`config.mk`:
```
export PLATFORM = sky130hd
export DESIGN_NAME = length_prefix_deframer
export DESIGN_NICKNAME = d
export VERILOG_FILES = /design/src/design/lpd_pkg.sv /design/src/design/length_prefix_deframer.sv /design/src/design/lpd_core.sv /design/src/design/lpd_out_fifo.sv
export VERILOG_INCLUDE_DIRS = /design/src /design/src/design
export SDC_FILE = /design/constraint.sdc
export NUM_CORES = 1
export LEC_CHECK = 0
export BUFFER_PORTS_ARGS = -buffer_cell sky130_fd_sc_hd__buf_2
export CAP_MARGIN = 10
export CORE_MARGIN = 1.5
export CORE_UTILIZATION = 40
export CTS_BUF_LIST = sky130_fd_sc_hd__clkbuf_4 sky130_fd_sc_hd__clkbuf_8
export DETAILED_ROUTE_END_ITERATION = 10
export PLACE_DENSITY = 0.65
export SLEW_MARGIN = 20
export SYNTH_ARGS = -nofsm -noshare
export SYNTH_HDL_FRONTEND = slang
export SYNTH_SLANG_ARGS = --single-unit
```
`constraint.sdc`:
```
create_clock -name clk -period 6.6 [get_ports clk]
set_input_delay 0.99 -clock clk [delete_from_list [all_inputs] [get_ports clk]]
set_output_delay 0.99 -clock clk [all_outputs]
set_load 0.1 [all_outputs]
```
`src/design/length_prefix_deframer_macros.svh`:
```
// Assertion macros shared by the deframer modules.
`ifndef LENGTH_PREFIX_DEFRAMER_MACROS_SVH
`define LENGTH_PREFIX_DEFRAMER_MACROS_SVH
`ifndef SYNTHESIS
// Property must hold at every clock edge outside reset.
`define LPD_ASSERT(label, clk, rst, prop, msg) \
  label: assert property (@(posedge clk) disable iff (rst) prop) else $error(msg);
// Expression must never be true outside reset.
`define LPD_NEVER(label, clk, rst, expr, msg) \
  label: assert property (@(posedge clk) disable iff (rst) !(expr)) else $error(msg);
`else
`define LPD_ASSERT(label, clk, rst, prop, msg)
`define LPD_NEVER(label, clk, rst, expr, msg)
`endif
`endif

```
`src/design/lpd_pkg.sv`:
```
// Types and constants of the length-prefix deframer.
`timescale 1ns / 1ps
`default_nettype none
package lpd_pkg;

  localparam logic [31:0] MAX_LENGTH_RESET = 32'd16777216;

  typedef enum logic [1:0] {
    KIND_PAYLOAD  = 2'd0,
    KIND_OVERSIZE = 2'd1,
    KIND_ABORT    = 2'd2
  } kind_t;

  // One result beat.
  typedef struct packed {
    kind_t      kind;
    logic [7:0] payload;
    logic       message_last;
    logic       run_last;
  } result_t;

  // Results caused by one input beat: the byte result first, then the abort.
  typedef struct packed {
    logic    first_valid;
    result_t first;
    logic    second_valid;
    result_t second;
  } result_pair_t;

endpackage
`default_nettype wire

```
`src/design/length_prefix_deframer.sv`:
```
// Top level of the length-prefix deframer with its register port.
// Usage:
//   Input channel (in_valid/in_stall) carries one stream byte or an empty
//   event per beat, with chunk_end and stream_end marks. Each message is a
//   4-byte big-endian length then that many payload bytes; zero lengths vanish.
//   Output channel (out_valid/out_stall) carries one result per beat: a
//   payload byte (message_last on the final one), an oversize error, or an
//   abort when the stream closes mid-message. run_last marks the last result
//   caused by one input beat; an input beat yields zero, one or two results.
//   A result is queued as its input beat is taken, behind any waiting results.
//   Throughput: one input beat per cycle while the output side keeps up; an
//   input beat is taken whenever the OUT_DEPTH-entry result queue has room
//   for two more results; waiting results stall input only without that room.
//   A stalled receiver holds the head result; once fewer than two entries are
//   free, in_stall rises until the receiver drains the queue.
//   Register max_length sits at byte address 0 of the APB port and resets to
//   16 MiB. Reset clears the frame state and empties the result queue.
`timescale 1ns / 1ps
`default_nettype none
module length_prefix_deframer #(
  parameter int OUT_DEPTH = 4
) (
  input  logic        clk,
  input  logic        rst,
  input  logic        in_valid,
  output logic        in_stall,
  input  logic [7:0]  data_byte,
  input  logic        has_byte,
  input  logic        chunk_end,
  input  logic        stream_end,
  output logic        out_valid,
  input  logic        out_stall,
  output logic [1:0]  result_kind,
  output logic [7:0]  payload_byte,
  output logic        message_last,
  output logic        run_last,
  input  logic        psel,
  input  logic        penable,
  input  logic        pwrite,
  input  logic [2:0]  paddr,
  input  logic [31:0] pwdata,
  output logic [31:0] prdata,
  output logic        pready
);
  import lpd_pkg::*;

  logic         max_length_sel;
  logic [31:0]  max_length;
  logic         room;
  logic         accept;
  result_pair_t results;
  result_t      head;

  // Only word 0 is implemented.
  assign max_length_sel = (paddr[2] == 1'b0);
  assign pready         = 1'b1;
  assign prdata         = max_length_sel ? max_length : 32'd0;

  always_ff @(posedge clk) begin
    if (rst) begin
      max_length <= MAX_LENGTH_RESET;
    end else if (psel && penable && pwrite && max_length_sel) begin
      max_length <= pwdata;
    end
  end

  assign in_stall = !room;
  assign accept   = in_valid && room;

  lpd_core u_core (
    .clk        (clk),
    .rst        (rst),
    .accept     (accept),
    .data_byte  (data_byte),
    .has_byte   (has_byte),
    .chunk_end  (chunk_end),
    .stream_end (stream_end),
    .max_length (max_length),
    .results    (results)
  );

  lpd_out_fifo #(
    .DEPTH (OUT_DEPTH)
  ) u_out_fifo (
    .clk       (clk),
    .rst       (rst),
    .push      (accept),
    .push_data (results),
    .room      (room),
    .out_valid (out_valid),
    .out_stall (out_stall),
    .head      (head)
  );

  assign result_kind  = head.kind;
  assign payload_byte = head.payload;
  assign message_last = head.message_last;
  assign run_last     = head.run_last;

endmodule
`default_nettype wire

```
`src/design/lpd_core.sv`:
```
// Header collection, payload counting and chunk dropping for one beat per cycle while accept is high.
`timescale 1ns / 1ps
`default_nettype none
`include "length_prefix_deframer_macros.svh"
module lpd_core (
  input  logic                 clk,
  input  logic                 rst,
  input  logic                 accept,
  input  logic [7:0]           data_byte,
  input  logic                 has_byte,
  input  logic                 chunk_end,
  input  logic                 stream_end,
  input  logic [31:0]          max_length,
  output lpd_pkg::result_pair_t results
);
  import lpd_pkg::*;

  logic [23:0] header_shift, header_shift_next;
  logic [1:0]  header_count, header_count_next;
  logic [31:0] remaining, remaining_next;
  logic        dropping, dropping_next;

  logic        byte_take;
  logic        pay;
  logic        hdr_done;
  logic        oversize;
  logic        abort;
  logic [31:0] remaining_dec;
  logic [31:0] length;

  always_comb begin
    byte_take     = has_byte && !dropping;
    pay           = byte_take && (remaining != 32'd0);
    hdr_done      = byte_take && (remaining == 32'd0) && (header_count == 2'd3);
    length        = {header_shift, data_byte};
    oversize      = hdr_done && (length != 32'd0) && (length > max_length);
    remaining_dec = remaining - 32'd1;

    header_shift_next = header_shift;
    header_count_next = header_count;
    remaining_next    = remaining;
    dropping_next     = dropping;

    if (pay) begin
      remaining_next = remaining_dec;
    end else if (byte_take && header_count != 2'd3) begin
      header_shift_next = {header_shift[15:0], data_byte};
      header_count_next = header_count + 2'd1;
    end else if (hdr_done) begin
      header_shift_next = 24'd0;
      header_count_next = 2'd0;
      if (oversize) begin
        dropping_next = 1'b1;
      end else begin
        remaining_next = length;
      end
    end

    if (chunk_end) begin
      dropping_next = 1'b0;
    end

    abort = stream_end && ((header_count_next != 2'd0) || (remaining_next != 32'd0));
    if (stream_end) begin
      header_shift_next = 24'd0;
      header_count_next = 2'd0;
      remaining_next    = 32'd0;
      dropping_next     = 1'b0;
    end

    results.first_valid           = pay || oversize;
    results.first.kind            = pay ? KIND_PAYLOAD : KIND_OVERSIZE;
    results.first.payload         = pay ? data_byte : 8'd0;
    results.first.message_last    = pay && (remaining_dec == 32'd0);
    results.first.run_last        = !abort;
    results.second_valid          = abort;
    results.second.kind           = KIND_ABORT;
    results.second.payload        = 8'd0;
    results.second.message_last   = 1'b0;
    results.second.run_last       = 1'b1;
  end

  always_ff @(posedge clk) begin
    if (rst) begin
      header_shift <= 24'd0;
      header_count <= 2'd0;
      remaining    <= 32'd0;
      dropping     <= 1'b0;
    end else if (accept) begin
      header_shift <= header_shift_next;
      header_count <= header_count_next;
      remaining    <= remaining_next;
      dropping     <= dropping_next;
    end
  end

  `LPD_ASSERT(a_close_clears, clk, rst, accept && stream_end |=> header_count == 2'd0 && remaining == 32'd0 && !dropping, "stream close left frame state behind")
  `LPD_ASSERT(a_oversize_drops, clk, rst, accept && oversize && !chunk_end && !stream_end |=> dropping, "oversize header did not start dropping")
  `LPD_NEVER(a_header_xor_payload, clk, rst, header_count != 2'd0 && remaining != 32'd0, "header collection during payload")

endmodule
`default_nettype wire

```
`src/design/lpd_out_fifo.sv`:
```
// Result queue taking up to two beats per cycle and giving one per cycle while out_stall is low.
`timescale 1ns / 1ps
`default_nettype none
`include "length_prefix_deframer_macros.svh"
module lpd_out_fifo #(
  parameter int DEPTH = 4
) (
  input  logic                 clk,
  input  logic                 rst,
  input  logic                 push,
  input  lpd_pkg::result_pair_t push_data,
  output logic                 room,
  output logic                 out_valid,
  input  logic                 out_stall,
  output lpd_pkg::result_t     head
);
  import lpd_pkg::*;

  localparam int PW = (DEPTH > 1) ? $clog2(DEPTH) : 1;
  localparam int CW = $clog2(DEPTH + 1);

  result_t         entries [DEPTH];
  logic [PW-1:0]   wr_ptr, wr_ptr_next, wr_ptr_one;
  logic [PW-1:0]   rd_ptr, rd_ptr_next;
  logic [CW-1:0]   count, count_next;
  logic [CW-1:0]   push_n;
  logic            pop;
  logic            wr_a, wr_b;
  result_t         data_a, data_b;

  function automatic logic [PW-1:0] ptr_inc(input logic [PW-1:0] p);
    ptr_inc = (p == PW'(DEPTH - 1)) ? '0 : p + PW'(1);
  endfunction

  always_comb begin
    pop        = out_valid && !out_stall;
    wr_ptr_one = ptr_inc(wr_ptr);
    // Compact the pair so the first present result lands at the write pointer.
    wr_a   = push && (push_data.first_valid || push_data.second_valid);
    wr_b   = push && push_data.first_valid && push_data.second_valid;
    data_a = push_data.first_valid ? push_data.first : push_data.second;
    data_b = push_data.second;
    push_n = CW'(wr_a) + CW'(wr_b);
    wr_ptr_next = wr_b ? ptr_inc(wr_ptr_one) : (wr_a ? wr_ptr_one : wr_ptr);
    rd_ptr_next = pop ? ptr_inc(rd_ptr) : rd_ptr;
    count_next  = count + push_n - CW'(pop);
  end

  assign out_valid = (count != '0);
  assign room      = (count <= CW'(DEPTH - 2));
  assign head      = entries[rd_ptr];

  always_ff @(posedge clk) begin
    if (rst) begin
      wr_ptr <= '0;
      rd_ptr <= '0;
      count  <= '0;
    end else begin
      wr_ptr <= wr_ptr_next;
      rd_ptr <= rd_ptr_next;
      count  <= count_next;
    end
  end

  always_ff @(posedge clk) begin
    if (wr_a) begin
      entries[wr_ptr] <= data_a;
    end
    if (wr_b) begin
      entries[wr_ptr_one] <= data_b;
    end
  end

  `LPD_NEVER(a_no_overflow, clk, rst, count > CW'(DEPTH), "result queue overflow")
  `LPD_NEVER(a_push_needs_room, clk, rst, push && !room, "push while queue lacks room")
  `LPD_ASSERT(a_abort_ends_run, clk, rst, out_valid && head.kind == KIND_ABORT |-> head.run_last, "abort beat not marked last of run")

endmodule
`default_nettype wire

```
==> results.cfg <==
[hold_path]
min_path_type = flip-flop to flip-flop

[job]
max_cap_viol_count = 0

[yosys]
synth_top_family_by_area = simple AND/OR/NAND/NOR gates
synth_adder_area_share_pct = 6.75
synth_cells = 1144
synth_warnings = 0
syn_area_sq_um = 9010
synth_edf_count = 0
syn-num-nets = 1245
synth_compound_area_share_pct = 17.9
ys_ff_latch = 148
synth_xor_area_share_pct = 1.75
synthMuxAreaShare_pct = 8.25
synth_top_flop_cell = dfxtp_1
ys_seq_area_share_pct = 32.9
synth.distinct_cells = 76
async_reset_ff_share_pct = 0
synth-simple-area-share_pct = 25.9
syn_avg_cell_area_sq_um = 7.88

[clocking]
cts.root.buffer_cell = clkbuf_8
clkSinkCount = 148
ctsHoldBuffers = 0
cts_made_buffers = 17
clock_latency_ns = 0.46
cts_max_path_buffers = 2
cts_tree = yes
cts_setup_buffers = 0
cts-htree-levels = 4
cts_resized = 0
path_clk_slew_ns = 0.10

[worst_setup_path]
path_class = flip-flop to flip-flop
arrival_ns = 6.04
cp.required_ns = 6.94
crit_path_max_fanout = 15
critPathLaunchType = flip-flop
max_stage_delay_ns = 0.71
worst_path_max_delay_cell = o31ai_4
end_kind = flip-flop
path_cells = inv_1 -> ha_1 -> or4b_1 -> or4_4 -> o31ai_4 -> buf_4 -> nand4b_1 -> a221oi_1 -> mux2_1 -> nand4_1 -> nor4_4 -> or2_1 -> inv_1 -> ha_1 -> inv_1 -> ha_1 -> fa_1 -> xnor2_1 -> xnor2_1 -> nor2_1

[detailed_routing]
first_iter_violations = 807
avgRoutedWirePerCell_microns = 18.6
drtPass1Iterations = 11
routed_wl_microns = 27800
avgViaCountPerCell = 5.78
num_vias = 8640
drc = 6
ant_nets = 0

[timing]
slew_headroom_pct = 41.8
setup_tns_ns = 0
timing.fmax_mhz = 176
setup_viol = 0
drv_slew = 0
fin_skew_ns = 0.0139
min_period_over_period_pct = 86.3
hold_violations = 0
worst_pin_slew_ns = 0.865
rsz0062_at_grt = false
min_period_ns = 5.70

[placed_design]
place_hpwl_microns = 20100
placed_area_sq_um = 9700
dp_cells = 1463
gp_congestion = 1.01
port_buffers = 96

[floorplan]
num_io_pins = 100
fp.dieH_microns = 153
fp-row-count = 54
dieArea_sq_um = 23400
core_sq_um = 22000
die-width_microns = 153
initial_utilization_pct = 41.0

[global_route]
grt_use_total_pct = 23.5
antenna_found_initial = 0
grt_pass1_vias = 8116
grt_max_degree = 60
grt_pass1_wl_microns = 43600
overflow = 0

[finish]
drive_gt1_share_pct = 16.2
layout.nets = 1303
area.growth.synth_to_final_pct = 12.1
final_cells = 1495
post-route-cell-area_sq_um = 10100
diodes = 0

[run_status]
outcome = complete, but fails checks
violations = design-rule violations
==> sequential cells by signal, summed over array words and instances (netlist names), named ones only <==
| register | cells |
|---|---|
| u_core.header_count | 2 |
| max_length | 32 |
| u_out_fifo.count | 3 |
| u_out_fifo.entries | 48 |
| u_core.remaining | 32 |
| u_out_fifo.wr_ptr | 2 |
| u_core.header_shift | 24 |
| u_out_fifo.rd_ptr | 2 |
| u_core.dropping | 1 |
==> critical path, delay by kind of cell, from the launching register on <==
| family | cells | cell delay (ns) |
|---|---|---|
| AOI/OAI and AO/OA | 2 | 1.00 |
| adders and majority gates | 4 | 0.99 |
| muxes | 1 | 0.24 |
| xor gates and xnor gates | 2 | 0.32 |
| DFF | 1 | 0.42 |
| and+or+nand+nor | 7 | 2.10 |
| buffers and inverters | 4 | 0.50 |
==> final cells by class <==
| type | instances | area, sq um |
|---|---|---|
| fillers | 2237 | 11900 |
| multi-input cells | 856 | 5500 |
| flip-flops and latches | 148 | 2960 |
| repair buffers | 120 | 663 |
| well taps | 280 | 350 |
| clock buffers | 19 | 262 |
| inverters | 59 | 221 |
| clock inverters | 13 | 140 |
==> cells by family after synthesis <==
kind of cell    Yosys count
simple gates            474
flops                   148
mux                      59
other cells               1
buf+inv                 140
compound gates          256
xor+xnor                 18
fa+ha+maj                48
==> path summary, 6_finish.rpt <==
check	start	end	slack, ns	cells past startpoint
max	u_core.remaining[0]	u_out_fifo.count[2]	0.90	20
min	max_length[5]	max_length[5]	0.46	2
max reg2reg	u_core.remaining[0]	u_out_fifo.count[2]	0.90	20
min reg2reg	max_length[5]	max_length[5]	0.46	2
==> cells in the final DEF (no fill, tap or decap), drive strengths merged, types with 4 or more instances in the layout <==
cell type / count
nor2: 181
dfxtp: 148
buf: 120
a21oi: 118
nand2: 110
inv: 65
ha: 47
mux2i: 45
nor3: 37
nor4: 30
o21ai: 30
nand3: 26
a22oi: 26
clkbuf: 19
nand4: 15
xnor2: 15
or4: 15
nor2b: 13
a31oi: 13
and2: 12
mux4: 12
a211oi: 9
or3: 7
a21o: 7
o31ai: 6
or2: 6
nor3b: 6
o22ai: 5
o211ai: 5
o21a: 5
clkinv: 5
and3: 4
nand4b: 4
==> routing by layer <==
layer / vias to the layer above / GRT usage, % / share of wire [%]
met3: 64 / 4.88 / 8.3
met5: - / 0 / 0
met2: 400 / 36.5 / 44
met4: 0 / 11.0 / 3.6
met1: 4017 / 31.3 / 44
li1: 4159 / - / -
==> cell usage after synthesis (4+ instances only) <==
cell type / instances / share of area (%)
o31ai_1: 5 / 0.42
buf_1: 6 / 0.25
nand4_1: 15 / 1.0
dfxtp_1: 148 / 33
nand4b_1: 4 / 0.39
nand2_1: 110 / 4.6
a22oi_1: 26 / 2.2
o21ai_1: 8 / 0.44
a21o_1: 7 / 0.58
clkbuf_1: 62 / 2.6
o21ai_0: 22 / 1.2
nor4_4: 4 / 0.94
nor2_1: 181 / 7.5
nor2b_1: 13 / 0.90
xnor2_1: 15 / 1.5
o211ai_1: 5 / 0.42
o21a_1: 5 / 0.42
nor3b_1: 4 / 0.33
a31oi_1: 13 / 0.90
a211oi_1: 8 / 0.67
mux2i_1: 45 / 5.0
nand3_1: 26 / 1.4
ha_1: 47 / 6.5
mux4_2: 12 / 3.0
inv_1: 58 / 2.4
and2_1: 12 / 0.83
buf_4: 5 / 0.42
buf_6: 5 / 0.62
a21oi_1: 117 / 6.5
or4_4: 5 / 0.62
or3_1: 7 / 0.49
or4_1: 10 / 0.83
and3_1: 4 / 0.28
nor4_1: 23 / 1.6
o22ai_1: 5 / 0.35
nor3_1: 34 / 1.9
==> per-stage QoR <==
stage               hold WS, ns  setup slack [ns]  util [%]
floorplan                 0.433              1.62         -
finish                    0.457             0.902      46.0
global route              0.472             0.517      46.0
global placement          0.443             0.870      44.2
detailed placement        0.446             0.801      44.2
CTS                       0.458             0.933      46.0
Power is left out: the tool's default activity adds up to more than one toggle a clock period on the data nets, which glitch-free logic cannot reach.
